File: config.mk
export PLATFORM = sky130hd
export DESIGN_NAME = tscl_ram
export DESIGN_NICKNAME = d
export VERILOG_FILES = /design/src/rtl/tscl_ram.sv
export SDC_FILE = /design/constraint.sdc
export NUM_CORES = 1
export LEC_CHECK = 0
export ABC_CLOCK_PERIOD_IN_PS = 2600
export CELL_PAD_IN_SITES_DETAIL_PLACEMENT = 1
export CELL_PAD_IN_SITES_GLOBAL_PLACEMENT = 1
export CORE_ASPECT_RATIO = 1.25
export CORE_MARGIN = 5
export CORE_UTILIZATION = 55
export DETAILED_ROUTE_END_ITERATION = 10
export DONT_BUFFER_PORTS = 1
export PLACE_DENSITY_LB_ADDON = 0.2
export REMOVE_ABC_BUFFERS = 1
export SYNTH_ARGS = -nofsm -noshare
export SYNTH_HDL_FRONTEND = slang
export SYNTH_SLANG_ARGS = --single-unit
File: constraint.sdc
create_clock -name clk -period 2.6 [get_ports clk]
set_input_delay 0.52 -clock clk [delete_from_list [all_inputs] [get_ports clk]]
set_output_delay 0.52 -clock clk [all_outputs]
set_load 0.1 [all_outputs]
File: src/rtl/tscl_ram.sv
module tscl_ram #(
  parameter int WIDTH = 8,
  parameter int DEPTH = 16
) (
  input  logic                     clk,
  input  logic                     we,
  input  logic [$clog2(DEPTH)-1:0] waddr,
  input  logic [WIDTH-1:0]         wdata,
  input  logic [$clog2(DEPTH)-1:0] raddr,
  output logic [WIDTH-1:0]         rdata
);

  logic [WIDTH-1:0] mem [DEPTH];

  always_ff @(posedge clk) begin
    if (we) begin
      mem[waddr] <= wdata;
    end
    rdata <= mem[raddr];
  end

endmodule

# ---- Yosys cells after proc, flatten, opt, wreduce, memory -nomap -nowiden
# Memories as Yosys holds them, arrays and structs flattened. A register that Yosys moved wholly into a read port is not among the register bits.
# Index checks and enable logic that the tools add are counted.
dict set report classes {
  eq_ne 0
  addsub 0
  reduce_logical 0
  order_cmp 0
  mux 2
  n_bitwise 0
  div 0
  shift 0
  multipliers 0
}
# op n
set op_table {}
lappend op_table {{2-to-1 mux 1 bit} 2}
dict set report word_totals {
  ff_bits 0
  output_inout_bits 8
  mem_bits_rw 128
  latchBits 0
  romBits 0
  in_bits 18
  memories 1
  elab_cells 3
}
# name words word_bits read_ports rd_clocked_by_memory_dff write_ports line
set mem_list {}
lappend mem_list {mem 16 8 1 1 1 13} ;# logic [WIDTH-1:0] mem [DEPTH];

# ---- Depth between registers and ports, before layout
dict set report logic_depth {
  word_depth 2
  ltp_mapped 5
  mapped_depth_nobuf 3
}

# ---- Least setup slack after synthesis
# No wires, ideal clock.
dict set report synth_timing {
  path_kind {input to register}
  start {input port waddr[2]}
  end {memory mem[0][0] (enable)}
  arrival_time_ns 1.630
  n_path_buf 0
  setup_slack_ns 0.587
  setup_time_ns 0.383
  cell_stages 2
  required_time_ns 2.217
  path_cell_list {or3b_2 -> nor3_1}
}
# item line
set synth_lines {}
lappend synth_lines {{start: declaration} 7} ;# input logic [$clog2(DEPTH)-1:0] waddr,
lappend synth_lines {{end: declaration} 13}
# No word-level cell before the write port.

# ---- Final worst setup path
dict set report layout_timing {
  start {input port waddr[2]}
  end {memory mem[3][7] (enable)}
}
# No word-level cell before the write port.

==> reports/results.txt <==
status - finished, final reports clean
IO Pins - 26
routability cong. - 0.797
crit path cell chain - or3b_2, nor2_1
FF-to-FF setup slack - 1130 ps
Hold Crit Class - in -> reg
final WL - 10600 µm
Area Overhead vs Synth - 13.8%
synthesized area per cell - 22.5 µm²
fin crit share - 0.607
NumNets Final - 270
cell area after synthesis - 0.00515 mm²
Vias/cell - 6.14
first-pass GRT wire length - 16000 µm
skew final - 7.00 ps
Post-Place Cell Area - 0.00532 mm²
Detailed Place HPWL - 6550 µm
final setup TNS - 0 ps
M2 GR Usage - 0.298
CTS buffer count - 17
Sequential Area - 0.00400 mm²
post-synthesis cell type count - 19
Die Ht - 118 µm
most frequent cells in the layout - 128 x edfxtp_1, 18 x mux4_2, 17 x clkbuf_16
worst vdd ir - 0.566 mV
gr busiest metal - met2
Via Count - 2384
crit path kind - in -> reg
Die Footprint - 0.0114 mm²
DR pass1 iterations - 5
Resized Gates After CTS - 0
Starting Density - 0.564
Slew @ Worst Pin - 796 ps
fmax - 634 MHz
diode count - 0
register area share after synthesis - 0.778
Worst Hold End - mem[1][0]
finished layout cell area - 0.00586 mm²
Routed Antenna Nets - 0
total track usage - 0.208
MaxCap Viol Count - 0
Reg-to-Reg Start - mem[1][5]
Slew Viols, Final - 0
CP Data Required Time - 2640 ps
crit path capture type - register
WHS Path Cells - 0
cell count after placement - 356
Reg clk slew, reported paths - 60 ps
Reg2Reg Depth - 3
fill count - 745
Lkg Pwr - 1.93 nW
Crit path buffers/inverters - 0
met3 Use GR - 0.0724
first-iteration detailed-routing DRC count - 202
clk_lat worst skew - 410 ps
met1 usage - 0.294
synthesized instance count - 229
clock tree buffer depth - 2
area of the multi-input gates - 0.00106 mm²
Slew headroom - 0.467
Hold-fix buffers, CTS - 0
flops & latches, synth - 136
CP Max Fanout - 8
Crit Reg-Reg Endpoint - rdata[5]
WL per Instance - 27.2 µm
DRC errors left - 0
CTS H-tree depth - 4
maximum number of pins on one net before global-route repair - 33
PortBufs - 0
layout cells sized above 1 - 0.223
Worst Hold Launch - wdata[0]
grt total ovfl - 0
Finished Layout Cells - 388
initial antenna violation count - 0
most common cell after layout, fill and taps aside - edfxtp_1
worst path arrival time - 1620 ps
pwr dens - 832 mW/mm²
Core Region - 0.00913 mm²
die width - 96.5 µm
final setup violation count - 0
Final min period - 1580 ps
RSZ-0062 raised after global routing - no
clk root buf - clkbuf_16
slowest stage cell, crit path - nor2_1
Final Hold Viols - 0
post-CTS setup buffers - 0
CTS tree - done
startpoint types - input pin
FP Rows - 39
vias in the first global route - 2523
family with the most delay on the worst path - simple AND/OR/NAND/NOR gates
max incr delay on CP - 590 ps
Synth Warn # - 0
clock sinks - 136
[layout make-up]
type / count / share of cell area
Clock inverter: 4 / 0.00342
Timing Repair Buffer: 14 / 0.0179
Sequential cell: 136 / 0.684
Clock buffer: 28 / 0.0882
Tap cell: 123 / 0.0263
Multi-Input combinational cell: 83 / 0.181
[cell usage after synthesis]
cell type / count / area, µm²
nand3b_1: 2 / 15.0
clkdlybuf4s25_2: 3 / 30.0
buf_6: 3 / 33.8
a22oi_1: 16 / 120
and2_1: 1 / 6.26
nor2_1: 13 / 48.8
nand3_1: 1 / 5.00
and2b_1: 1 / 7.51
buf_4: 1 / 7.51
dfxtp_1: 8 / 160
nor3_1: 4 / 20.0
mux4_1: 14 / 368
nor2b_1: 1 / 6.26
edfxtp_1: 128 / 3840
mux4_2: 18 / 405
buf_2: 3 / 15.0
nand2b_1: 2 / 12.5
or3b_2: 1 / 8.76
nand2_1: 9 / 33.8
[stage by stage]
step	utilization	total power, mW	hold WS (ps)	worst slack (ps)
final	0.642	4.87	202	1020
after floorplan	-	2.71	619	587
after global placement	0.583	2.77	620	720
after detailed placement	0.583	2.78	620	636
after global routing	0.642	5.05	172	990
after CTS	0.642	4.91	183	1020
[layer usage]
layer	routed length, µm	vias up	part of all wire
li1	-	1019	-
met1	4500	1244	0.43
met2	5210	108	0.49
met3	713	13	0.068
met4	128	0	0.012
met5	0	-	0
[report_power, final]
| group | internal, mW | switching (mW) | leakage [nW] |
|---|---|---|---|
| logic | 0.0894 | 0.176 | 0.441 |
| clock network | 1.34 | 0.799 | 0.268 |
| registers | 2.45 | 0.0155 | 1.22 |
| total | 3.88 | 0.991 | 1.93 |
[kinds of logic (layout without fill, tap and decap cells)]
logic type | Yosys count | count (layout) | synth area share
flops | 136 | 136 | 0.778
mux | 32 | 32 | 0.150
compound gates | 16 | 16 | 0.0233
buf+inv | 10 | 46 | 0.0168
simple gates | 35 | 35 | 0.0318
[worst max path at each step]
stage,slack (ps),to,start,depth (start not counted)
3_5_place_dp,640,mem[3][5],waddr[2],2
5_1_grt,990,mem[3][6],waddr[2],2
2_1_floorplan,590,mem[0][0],waddr[2],2
6_report,1020,mem[3][7],waddr[2],2
4_1_cts,1020,rdata[3],rdata[3],1
3_3_place_gp,720,mem[3][5],waddr[2],2
[sequential cells by signal, indices dropped and copies added (netlist names)]
| register | flops |
|---|---|
| mem | 128 |
| rdata | 8 |
Power figures use the tool's default switching activity.
