## src/rtl/tscl_pkg.sv

```systemverilog
package tscl_pkg;

  typedef enum logic [1:0] {
    OP_FIND   = 2'd0,
    OP_UPLOAD = 2'd1,
    OP_FRAME  = 2'd2,
    OP_NONE   = 2'd3
  } op_t;

  typedef enum logic [3:0] {
    ST_HIT       = 4'd0,
    ST_MISS      = 4'd1,
    ST_REUSED    = 4'd2,
    ST_FREE      = 4'd3,
    ST_EVICTED   = 4'd4,
    ST_BAD_REQ   = 4'd5,
    ST_BAD_RES   = 4'd6,
    ST_BAD_SIZE  = 4'd7,
    ST_FULL      = 4'd8,
    ST_FRAME_ADV = 4'd9
  } status_t;

  typedef enum logic [1:0] {
    REG_ACTIVE_SLOTS = 2'd0,
    REG_PINNED_LEVEL = 2'd1,
    REG_ATLAS_RES    = 2'd2,
    REG_NONE         = 2'd3
  } reg_idx_t;

  localparam int LEVEL_W = 5;
  localparam int RES_W   = 13;
  localparam int TEXEL_W = 25;
  localparam int CNT_W   = 32;

  // control from the sequencer to the victim search
  typedef struct packed {
    logic start;
    logic cand_v;
  } scan_ctl_t;

  typedef struct packed {
    logic match;
    logic found;
  } scan_stat_t;

endpackage

```

## src/rtl/tscl_scan.sv

```systemverilog
module tscl_scan import tscl_pkg::*; #(
  parameter int KEY_BITS   = 48,
  parameter int FRAME_BITS = 40,
  parameter int AW         = 8
) (
  input  logic                  clk,
  input  logic                  rst_n,
  input  scan_ctl_t             ctl,
  input  logic [AW-1:0]         pidx,
  input  logic [KEY_BITS-1:0]   rd_key,
  input  logic [KEY_BITS-1:0]   key,
  input  logic [LEVEL_W-1:0]    rd_level,
  input  logic [LEVEL_W-1:0]    pinned,
  input  logic [FRAME_BITS-1:0] rd_stamp,
  input  logic [FRAME_BITS-1:0] frame,
  output scan_stat_t            stat,
  output logic [AW-1:0]         victim
);

  logic                  found_r, found_nxt;
  logic [FRAME_BITS-1:0] oldest_r, oldest_nxt;
  logic [AW-1:0]         victim_r, victim_nxt;
  logic                  take;

  // strict less keeps the first oldest entry in scan order
  assign take = ctl.cand_v && (rd_level > pinned) && (rd_stamp < frame) &&
                (!found_r || (rd_stamp < oldest_r));

  always_comb begin
    found_nxt  = found_r;
    oldest_nxt = oldest_r;
    victim_nxt = victim_r;
    if (ctl.start) begin
      found_nxt = 1'b0;
    end else if (take) begin
      found_nxt  = 1'b1;
      oldest_nxt = rd_stamp;
      victim_nxt = pidx;
    end
  end

  always_ff @(posedge clk) begin
    if (!rst_n) begin
      found_r <= 1'b0;
    end else begin
      found_r <= found_nxt;
    end
    oldest_r <= oldest_nxt;
    victim_r <= victim_nxt;
  end

  assign stat.match = (rd_key == key);
  assign stat.found = found_r;
  assign victim     = victim_r;

endmodule

```

## config.mk

```make
export PLATFORM = sky130hd
export DESIGN_NAME = tscl_scan
export DESIGN_NICKNAME = d
export VERILOG_FILES = /design/src/rtl/tscl_pkg.sv /design/src/rtl/tscl_scan.sv
export SDC_FILE = /design/constraint.sdc
export NUM_CORES = 1
export LEC_CHECK = 0
export BUFFER_PORTS_ARGS = -buffer_cell sky130_fd_sc_hd__buf_2
export CORE_UTILIZATION = 40
export DETAILED_ROUTE_END_ITERATION = 12
export HOLD_SLACK_MARGIN = 0.02
export PLACE_DENSITY_LB_ADDON = 0.08
export SETUP_SLACK_MARGIN = 0.15
export SYNTH_ARGS = -nofsm -noshare
export SYNTH_HDL_FRONTEND = slang
export SYNTH_SLANG_ARGS = --single-unit
```

## constraint.sdc

```tcl
create_clock -name clk -period 4.3 [get_ports clk]
set_input_delay 0.215 -clock clk [delete_from_list [all_inputs] [get_ports clk]]
set_output_delay 0.215 -clock clk [all_outputs]
set_load 0.05 [all_outputs]
```

Word level (Yosys, flattened, before mapping)
Index checks and enable logic that the tools add are counted.

operators by class
  $add $sub $neg = 0
  order comparisons = 3
  reduce and logical (&&, ||, !) cells = 7
  equality and inequality tests = 1
  $mul = 0
  bitwise logic cells = 2
  mux-type cells = 0
  div/mod/pow operators = 0
  shifts and indexed selects = 0

operator list
  kind                 number
  $lt A40 B40 Y1       2
  $eq A48 B48 Y1       1
  $gt A5 B5 Y1         1
  $logic_and A1 B1 Y1  3
  $not A1 Y1           2
  $reduce_and A2 Y1    1
  $reduce_or A2 Y1     1
  $logic_not A1 Y1     1
  $logic_or A1 B1 Y1   1

word-level totals
  logic and storage cells = 16
  memories kept = 0
  ROM bits = 0
  output and inout bits = 10
  bits in latches = 0
  register bits after elaboration = 49
  bits in writable memories = 0

Longest topological paths before layout
Gate-level depths: netlist (run 1).

  word-level depth = 5
  gate-level depth with buffers = 8
  gate-level depth less buffers = 8

Least setup slack after synthesis (run 1)
No wires, ideal clock.

  kind = register -> register
  start = register oldest_r[2]
  end = register oldest_r[0] (enable)
  buffers on the path = 0
  period minus slack after synthesis = 3237 ps
  arrival time = 2828 ps
  slack = 1063 ps
  stages on the path, launching flop included = 9
  path through = edfxtp_1 > inv_1 > ha_1 > a211o_1 > a31oi_1 > o221ai_1 > a211o_1 > a211oi_1 > o2111a_1

on the way
  word-level cells in the longest chain between the ends = 4

RTL lines
  element                      line             text
  from (decl)                  tscl_scan.sv:21  logic [FRAME_BITS-1:0] oldest_r, oldest_nxt;
  from (signal assigned)       tscl_scan.sv:48  oldest_r <= oldest_nxt;
  $lt A40 B40 Y1               tscl_scan.sv:27  (!found_r || (rd_stamp < oldest_r));
  $logic_or A1 B1 Y1           tscl_scan.sv:27
  $logic_and A1 B1 Y1          tscl_scan.sv:26  assign take = ctl.cand_v && (rd_level > pinned) && (rd_stamp < frame) &&
  $reduce_and A2 Y1 (no line)  --

Every way passes these cells.
A chain may end at the register's enable or synchronous reset.

Worst setup path in the final report (run 1)
  start = register oldest_r[2]
  end = register oldest_r[22] (enable)

Same word-level chain as after synthesis.

==> results of run 1 <==
## cells by family (layout without fill, tap and decap cells)
family                   after synthesis  count (layout)
buffers and inverters                 86             301
AO/OA/AOI/OAI                         70              70
XOR/XNOR                              48              48
adder cells (fa/ha/maj)               83              83
flip-flops                            49              49
AND/OR/NAND/NOR                       70              70
## critical path: stages, from the launching register on
cell and delay, ns:
edfxtp_1 0.38, inv_1 0.06, ha_1 0.23, a211o_1 0.29, a31oi_1 0.13, o221ai_1 0.14
a211o_1 0.29, a211oi_1 0.20, o2111a_2 0.65, buf_12 0.27
## per-stage QoR
stage | instance area, µm² | std cells | utilization [%] | hold WS [ns]
final | 5380 | 754 | 54.8 | 0.0781
after global routing | 5380 | 754 | 54.8 | 0.0616
after CTS | 5380 | 754 | 54.8 | 0.0679
after detailed placement | 5300 | 746 | 54.0 | 0.393
after global placement | 5300 | 746 | 54.0 | 0.392
after floorplan | 4090 | 406 | - | 0.314
## layer usage
| layer | track usage (%) | routed length, µm |
|---|---|---|
| met1 | 19.7 | 3760 |
| met2 | 37.4 | 5280 |
| met3 | 3.19 | 550 |
| met4 | 3.68 | 77 |
| met5 | 0 | 0 |
## cell type report
class,instances,area share [%]
clock buffer,6,1.35
clock inverter,2,0.186
inverter,85,5.93
multi-input combinational,271,42.7
sequential,49,27.1
tap,133,3.09
timing repair buffer,208,19.6
## final timing paths
check                            startpoint      endpoint  cells after the start
worst max-delay path            oldest_r[2]  oldest_r[22]                      9
worst min-delay path                pidx[5]     victim[5]                      1
worst max register to register  oldest_r[2]  oldest_r[22]                      9
worst min register to register      found_r       found_r                      1
## synth_stat cells, types with 2 or more instances
cell type  count
a21oi_1       25
and4_1         2
nand2b_1       5
o21ai_0        9
a31oi_1        4
nor3_1         2
edfxtp_1      48
nand4_1       14
a211o_1        3
nor2b_1        2
xor2_1        48
inv_1         85
a21o_1        10
nor4_1        14
nand3_1        5
nand2_1       14
a211oi_1       5
nor2_1         7
ha_1          83
## where the power goes
part / total [mW] / switching (mW) / internal (mW)
clock: 0.266 / 0.153 / 0.113
sequential: 0.544 / 0.00313 / 0.540
combinational: 0.313 / 0.157 / 0.156
## flip-flops by register name (all words and copies together), names as in the netlist
name      count
found_r       1
victim        8
oldest_r     40
==> results.json, run 1 <==
{
  "synth.area.top_cells": "edfxtp_1 35%, ha_1 25%, xor2_1 10%, inv_1 7.8%, a21oi_1 3.1%",
  "clk_latency_ns": 0.31,
  "ys_seq_area_share_pct": 35.8,
  "vdd_drop_max_mv": 0.128,
  "grt_pass1_wl_um": 15000,
  "cts_setup_buffers": 0,
  "drc": 0,
  "max_freq_ghz": 0.342,
  "startpoint_type": "flip-flop",
  "grt_overflow": 0,
  "crit_fanout": 25,
  "grt_pass1_vias": 3435,
  "path_clk_slew_ns": 0.09,
  "place_congestion": 0.802,
  "wl_per_cell_um": 12.8,
  "die_w_um": 103,
  "worst_ep_required_time_ns": 4.31,
  "yosys_warnings": 0,
  "seq_area_um2": 1460,
  "hp-class": "in2reg",
  "place_ws_ns": 1.21,
  "cts_root_buf": "clkbuf_8",
  "hpwl_um": 8590,
  "fin_skew_ns": 0.0105,
  "synth_edf_count": 48,
  "viasPerCell": 4.68,
  "cts_tree": "done",
  "synth_cell_type_count": 40,
  "maxCapViolCount": 0,
  "drtIter0Drc": 67,
  "synth_top_area_share_pct": 35.3,
  "layout_common_cells": "207 x buf_2, 85 x inv_1, 83 x ha_1",
  "synth_compound_area_share_pct": 11.1,
  "vias": 3526,
  "clock-sinks": 49,
  "powerDensity_nw_per_um2": 208,
  "wl_um": 9670,
  "synth_adder_area_share_pct": 25.4,
  "synthCells": 406,
  "first_pass_iters": 4,
  "syn-mean-instance-area_um2": 10.1,
  "synth_top_family_by_area": "adder cells",
  "setup_violations": 0,
  "coreArea_um2": 9820,
  "muxShareOfSynthArea_pct": 0,
  "worst_pin_slew_ns": 0.608,
  "area_delta_synth_final_pct": 31.8,
  "syn-cell-area_um2": 4090,
  "fp.dieH_um": 103,
  "cp-end-kind": "flip-flop",
  "grt_max_degree": 26,
  "nFillCells": 908,
  "async_flop_share_pct": 0,
  "multi_input_area_um2": 2300,
  "synth_xor_area_share_pct": 10.3,
  "ys.flop_type": "edfxtp_1",
  "h-tree-depth": 2,
  "synthSimpleGateAreaFrac_pct": 9.37,
  "ctsHoldBuffers": 0,
  "ys_seq_elements": 49,
  "drive_gt1_share_pct": 34.9,
  "finalPower_mw": 1.12,
  "path_class": "reg2reg",
  "crit_arrival_ns": 2.93,
  "syn_nets": 687,
  "mostFrequentLayoutCell": "buf_2",
  "row_count": 36,
  "drv_slew": 0,
  "die_area_um2": 10600,
  "tns_ns": 0,
  "insertedDiodeCount": 0,
  "start_util_pct": 41.6,
  "grtUsageTotal_pct": 18.4,
  "antenna_found_initial": 0,
  "p_leak_nw": 2.90,
  "io-pin-count": 208,
  "rsz0062_at_grt": "false",
  "final_nets": 901,
  "buffer_ports.inserted": 207,
  "timing.slew.headroom_pct": 59.5,
  "period_minus_slack_ns": 2.93,
  "yosys.area.top_type": "edfxtp_1",
  "fin_crit_sh_pct": 68.1,
  "hold_viol": 0,
  "status": "complete, no violations",
  "fin_ws_ns": 1.37,
  "cts-resized-gates": 0,
  "clock_path_buffers": 2,
  "regToRegSetupSlack_ns": 1.37,
  "numCtsBuffers": 5,
  "antenna_left": 0
}
Note: power is estimated with default switching activity, not from simulation.
==> run 2: changes to the inputs <==
--- a/config.mk
+++ b/config.mk
@@ -5,6 +5,7 @@
 export SDC_FILE = /design/constraint.sdc
 export NUM_CORES = 1
 export LEC_CHECK = 0
+export ABC_AREA = 1
 export BUFFER_PORTS_ARGS = -buffer_cell sky130_fd_sc_hd__buf_2
 export CORE_UTILIZATION = 40
 export DETAILED_ROUTE_END_ITERATION = 12
==> constraint.sdc (replaced) <==
create_clock -name clk -period 3.1 [get_ports clk]
set_input_delay 0.155 -clock clk [delete_from_list [all_inputs] [get_ports clk]]
set_output_delay 0.155 -clock clk [all_outputs]
set_load 0.05 [all_outputs]
==> run 2 against run 1 <==
Effect of this change: global-route usage is 1.0 points lower; maximum frequency up 27%; worst setup slack got worse by 0.58 ns; worst hold slack worse by 0.037 ns; clock power grew 58%; wire length up 3.3%; critical path depth rose by 4; count of clock-buffer cells in the layout shrank 1; critical path type unchanged.
==> results.json, run 2 <==
{
  "status": "complete, no violations",
  "regToRegSetupSlack_ns": 0.79,
  "p_seq_share_pct": 45.8,
  "rsz0062_at_grt": "false",
  "tns_ns": 0,
  "critical_path.top_delay_family": "buffers and inverters",
  "cp_cell_sequence": "inv_1 -> ha_1 -> a21o_1 -> nor2_1 -> nand2_1 -> nand2_1 -> nand2_1 -> nand2_1 -> nand3_1 -> nand2_1 -> clkinv_1 -> nor2_4 -> buf_4",
  "crit_fanout": 34,
  "antenna_left": 0,
  "insertedDiodeCount": 0,
  "row_count": 37,
  "switching_power_mw": 0.491,
  "crit_slowest_cell": "buf_4",
  "crit_cells": 13,
  "cpMostUsedCell": "nand2_1",
  "hpwl_um": 8750,
  "swShare_pct": 29.8,
  "setup_violations": 0,
  "start_util_pct": 41.9,
  "fp.dieH_um": 107,
  "crit_arrival_ns": 2.27,
  "max_stage_delay_ns": 0.43,
  "internal_power_mw": 1.16,
  "clock-sinks": 49,
  "r2r-start": "oldest_r[15]",
  "ys_seq_area_share_pct": 33.4,
  "path_clk_slew_ns": 0.11,
  "hp-class": "in2reg",
  "startpoint_type": "flip-flop",
  "largest_reg_flops": 40,
  "fin_crit_sh_pct": 74.6,
  "wl_um": 9980,
  "cts_root_buf": "clkbuf_8",
  "place_congestion": 0.766,
  "path_class": "reg2reg",
  "mostFrequentLayoutCell": "buf_2",
  "grt_pass1_wl_um": 15900,
  "regMostFlops": "oldest_r",
  "first_pass_iters": 4,
  "syn_nets": 809,
  "wl_per_cell_um": 11.2,
  "layout_common_cells": "207 x buf_2, 116 x inv_1, 116 x nand2_1",
  "timing.hold.ws_ns": 0.0406,
  "clock_path_buffers": 2,
  "max_freq_ghz": 0.433,
  "fin_skew_ns": 0.0156,
  "h-tree-depth": 2,
  "worst_pin_slew_ns": 0.477,
  "maxCapViolCount": 0,
  "viasPerCell": 4.48,
  "io-pin-count": 208,
  "grtUsageTotal_pct": 17.4,
  "async_flop_share_pct": 0,
  "powerDensity_nw_per_um2": 286,
  "numCtsBuffers": 5,
  "ys.flop_type": "edfxtp_1",
  "ys_seq_elements": 49,
  "reg2reg_depth": 13,
  "grt_max_degree": 35,
  "pwr-share-clk_pct": 25.4,
  "period_minus_slack_ns": 2.31,
  "cp-endpoint": "oldest_r[33]",
  "hold_viol": 0,
  "synth_top_area_share_pct": 32.9,
  "die_w_um": 107,
  "clk_latency_ns": 0.32,
  "grt_overflow": 0,
  "p_leak_nw": 3.16,
  "die_area_um2": 11400,
  "area_delta_synth_final_pct": 31.9,
  "drv_slew": 0,
  "layoutNonFillerInstCount": 888,
  "coreArea_um2": 10500,
  "drive_gt1_share_pct": 30.7,
  "p_comb_share_pct": 28.9,
  "yosys_warnings": 0,
  "ys_top_cells_by_count": "116 x inv_1, 116 x nand2_1, 83 x ha_1",
  "path_buf_inv": 3,
  "drtIter0Drc": 87,
  "antenna_found_initial": 0,
  "cp-end-kind": "flip-flop",
  "synth_cell_type_count": 28,
  "nFillCells": 1034,
  "r2r-end": "oldest_r[33]",
  "ctsHoldBuffers": 8,
  "dpl.cell_count": 872,
  "synth.area.top_cells": "edfxtp_1 33%, ha_1 24%, inv_1 9.9%, nand2_1 9.9%, xnor2_1 7.2%",
  "yosys.area.top_type": "edfxtp_1",
  "vdd_drop_max_mv": 0.185,
  "grt_pass1_vias": 3825,
  "syn-mean-instance-area_um2": 8.29,
  "vias": 3979,
  "crit_path_start": "oldest_r[15]",
  "final_nets": 1032,
  "worst_ep_required_time_ns": 3.06,
  "cts_setup_buffers": 0,
  "cts-resized-gates": 0,
  "synth_edf_count": 48,
  "timing.slew.headroom_pct": 68.2,
  "synthCells": 528,
  "drc": 0,
  "cts_tree": "done",
  "buffer_ports.inserted": 207,
  "syn-cell-area_um2": 4380
}
run 2: per-layer routing:
layer	wire length, µm	vias to the layer above	GRT usage [%]	share of wire, %
met3	551	15	2.80	5.5
met5	0	-	0	0
li1	-	2136	-	-
met1	4310	1703	21.1	43
met2	4940	125	31.5	50
met4	181	0	5.09	1.8
run 2: final cells by class:
type	instances	area [µm²]	area share, %
flip-flops and latches	49	1460	25.3
well taps	136	170	2.94
repair buffers	217	1130	19.6
clock inverters	3	28.8	0.498
multi-input cells	361	2480	42.9
clock buffers	5	68.8	1.19
inverters	117	439	7.60
run 2: kinds of logic (layout without fill, tap and decap cells):
family          Yosys count  in the layout  share of synthesized area (%)
compound gates           44             44                           5.63
xor+xnor                 42             42                           8.40
fa+ha+maj                83             83                           23.7
buf+inv                 118            342                           10.2
flops                    49             49                           33.4
simple gates            192            192                           18.7
run 2: worst reg2reg max path, cell delays in order (launching register included):
cell      delay [ns]
edfxtp_1        0.37
inv_1           0.06
ha_1            0.23
a21o_1          0.18
nor2_1          0.11
nand2_1         0.07
nand2_1         0.05
nand2_1         0.06
nand2_1         0.06
nand3_1         0.06
nand2_1         0.06
clkinv_1        0.09
nor2_4          0.10
buf_4           0.43
run 2: how the worst min path moves through the flow:
stage	depth (start not counted)	from	slack (ns)	end
detailed placement	1	pidx[6]	0.33	victim[6]
floorplan	0	rd_stamp[0]	0.25	oldest_r[0]
CTS	1	rd_stamp[0]	0.03	oldest_r[0]
finish	1	rd_stamp[0]	0.04	oldest_r[0]
global placement	1	pidx[0]	0.34	victim[0]
global route	1	rd_stamp[0]	0.04	oldest_r[0]
run 2: power groups by stage:
stage / logic [mW] / registers [mW] / clock network, mW
after floorplan: 0.250 / 0.781 / 0
after global placement: 0.458 / 0.770 / 0
after detailed placement: 0.474 / 0.770 / 0
after CTS: 0.485 / 0.755 / 0.434
after global routing: 0.550 / 0.757 / 0.458
final: 0.476 / 0.755 / 0.419
run 2: through the flow:
stage	util (%)	setup WS [ns]	total power [mW]	instance area (µm²)
floorplan	-	0.212	1.03	4380
global placement	53.5	0.728	1.23	5600
detailed placement	53.5	0.689	1.24	5600
CTS	55.2	0.774	1.67	5780
global route	55.2	0.598	1.76	5780
finish	55.2	0.788	1.65	5780
==> run 3: changes to the inputs <==
==> constraint.sdc (replaced) <==
create_clock -name clk -period 2 [get_ports clk]
set_input_delay 0.1 -clock clk [delete_from_list [all_inputs] [get_ports clk]]
set_output_delay 0.1 -clock clk [all_outputs]
set_load 0.05 [all_outputs]
==> run 3 against run 2 <==
Effect of this change: the run now ends with negative setup slack left; final cell count increased by 4.3%; register-to-register slack worse by 0.89 ns; critical endpoint is now oldest_r[20]; clock skew rose by 0.0036 ns; maximum frequency is 10% higher; design area is 11% higher; worst setup slack worse by 0.89 ns; via count grew 5.3%; largest cell class unchanged; largest power group unchanged; sequential power is 55% higher; wire length up 8.2%; global-route usage grew 1.4 points; utilization rose by 6.3 points; count of clock-buffer cells in the layout stayed put.
==> results.json, run 3 (synthesized netlist as in run 2, its figures left out) <==
{
  "coreArea_um2": 10500,
  "first_pass_iters": 4,
  "drv_slew": 0,
  "drtIter0Drc": 90,
  "crit_slowest_cell": "edfxtp_1",
  "vias": 4189,
  "largest_reg_flops": 40,
  "start_util_pct": 41.9,
  "setup_violations": 48,
  "mostFrequentLayoutCell": "buf_2",
  "period_minus_slack_ns": 2.10,
  "path_clk_slew_ns": 0.11,
  "antenna_found_initial": 0,
  "hold_viol": 0,
  "insertedDiodeCount": 0,
  "clock_path_buffers": 2,
  "critical_path.top_delay_family": "simple AND/OR/NAND/NOR gates",
  "regMostFlops": "oldest_r",
  "clock-sinks": 49,
  "cpMostUsedCell": "nand2_1",
  "p_leak_nw": 3.38,
  "status": "finished, violations left",
  "grt_overflow": 0,
  "drc": 0,
  "grt_max_degree": 19,
  "clk_latency_ns": 0.31,
  "grt_pass1_vias": 4027,
  "fin_crit_sh_pct": 105,
  "crit_fanout": 8,
  "cp-end-kind": "flip-flop",
  "cp_cell_sequence": "inv_1 -> ha_4 -> a21oi_2 -> o21ai_1 -> nand2_1 -> nand2_1 -> nor2_2 -> nand3_1 -> nand2_1 -> clkinv_2 -> nor2_4 -> buf_12 -> buf_12",
  "timing.slew.headroom_pct": 80.6,
  "tns_ns": -3.77,
  "layout_common_cells": "207 x buf_2, 113 x inv_1, 108 x nand2_1",
  "grtUsageTotal_pct": 18.8,
  "path_buf_inv": 4,
  "die_area_um2": 11400,
  "grt_pass1_wl_um": 17200,
  "path_class": "reg2reg",
  "powerDensity_nw_per_um2": 417,
  "fin_skew_ns": 0.0192,
  "hp-class": "in2reg",
  "rsz0062_at_grt": "true",
  "finalPower_mw": 2.68,
  "die_w_um": 107,
  "crit_arrival_ns": 2.12,
  "worst_ep_required_time_ns": 2.02,
  "fin_ws_ns": -0.0980,
  "max_freq_ghz": 0.477,
  "place_congestion": 0.757,
  "vdd_drop_max_mv": 0.315,
  "max_stage_delay_ns": 0.39,
  "violations": "negative setup slack",
  "fp.dieH_um": 107,
  "final_nets": 1070,
  "row_count": 37,
  "startpoint_type": "flip-flop",
  "numCtsBuffers": 5,
  "area_delta_synth_final_pct": 47.1,
  "viasPerCell": 4.52,
  "antenna_left": 0,
  "h-tree-depth": 2,
  "cts_tree": "done",
  "drive_gt1_share_pct": 34.9,
  "hpwl_um": 8850,
  "cts_root_buf": "clkbuf_8",
  "fin_util_pct": 61.6,
  "wl_um": 10800,
  "maxCapViolCount": 0,
  "wl_per_cell_um": 11.7,
  "worst_pin_slew_ns": 0.288,
  "buffer_ports.inserted": 207,
  "io-pin-count": 208
}
==> run 3: cell count changes in the layout (fill, tap and decap cells not counted), sizes merged <==
| cell | delta |
|---|---|
| clkinv | +1 |
| clkbuf | +1 |
| dlygate4sd3 | +25 |
| buf | +12 |
| inv | -1 |
==> run 3: worst paths after layout <==
path / startpoint / endpoint / slack, ns / depth (start not counted)
hold reg to reg: found_r / found_r / 0.48 / 2
hold / removal: rd_stamp[34] / oldest_r[34] / 0.03 / 1
setup / recovery: oldest_r[35] / oldest_r[20] / -0.1 / 13
setup reg to reg: oldest_r[35] / oldest_r[20] / -0.1 / 13
==> run 3: metrics by stage <==
stage                     cell area [µm²]  instances  hold WS, ns  setup slack, ns
after floorplan                      4390        528        0.199           -0.345
after global placement               5670        880        0.284          -0.0784
after detailed placement             5670        880        0.279           -0.113
after CTS                            6270        925       0.0212          -0.0688
after global routing                 6440        926       0.0204           -0.202
final                                6440        926       0.0259          -0.0980
==> run 3: power by group <==
group | switching, mW | internal (mW)
sequential | 0.00711 | 1.16
combinational | 0.414 | 0.458
clock | 0.379 | 0.262
==> run 3: area by class of cell <==
class | instances | area [µm²]
fill | 954 | 4020
multi-input combinational | 361 | 2690
timing repair buffer | 255 | 1590
sequential | 49 | 1460
inverter | 117 | 440
tap | 136 | 170
clock buffer | 5 | 68.8
clock inverter | 3 | 28.8
==> run 3: layer usage <==
layer	up-vias	share of wire [%]	global-route usage (%)
li1	2213	-	-
met2	105	52	35.0
met4	0	0.36	2.45
met3	6	4.4	3.16
met1	1865	44	23.1
met5	-	0	0
==> run 3: what timing repair did <==
action,4_1_cts,5_1_grt
pin swaps,1,15
hold endpoints to repair,33,0
resized for setup,17,27
setup endpoints to repair,48,48
buffers inserted,2,0
gates cloned,2,1
hold buffers,33,0
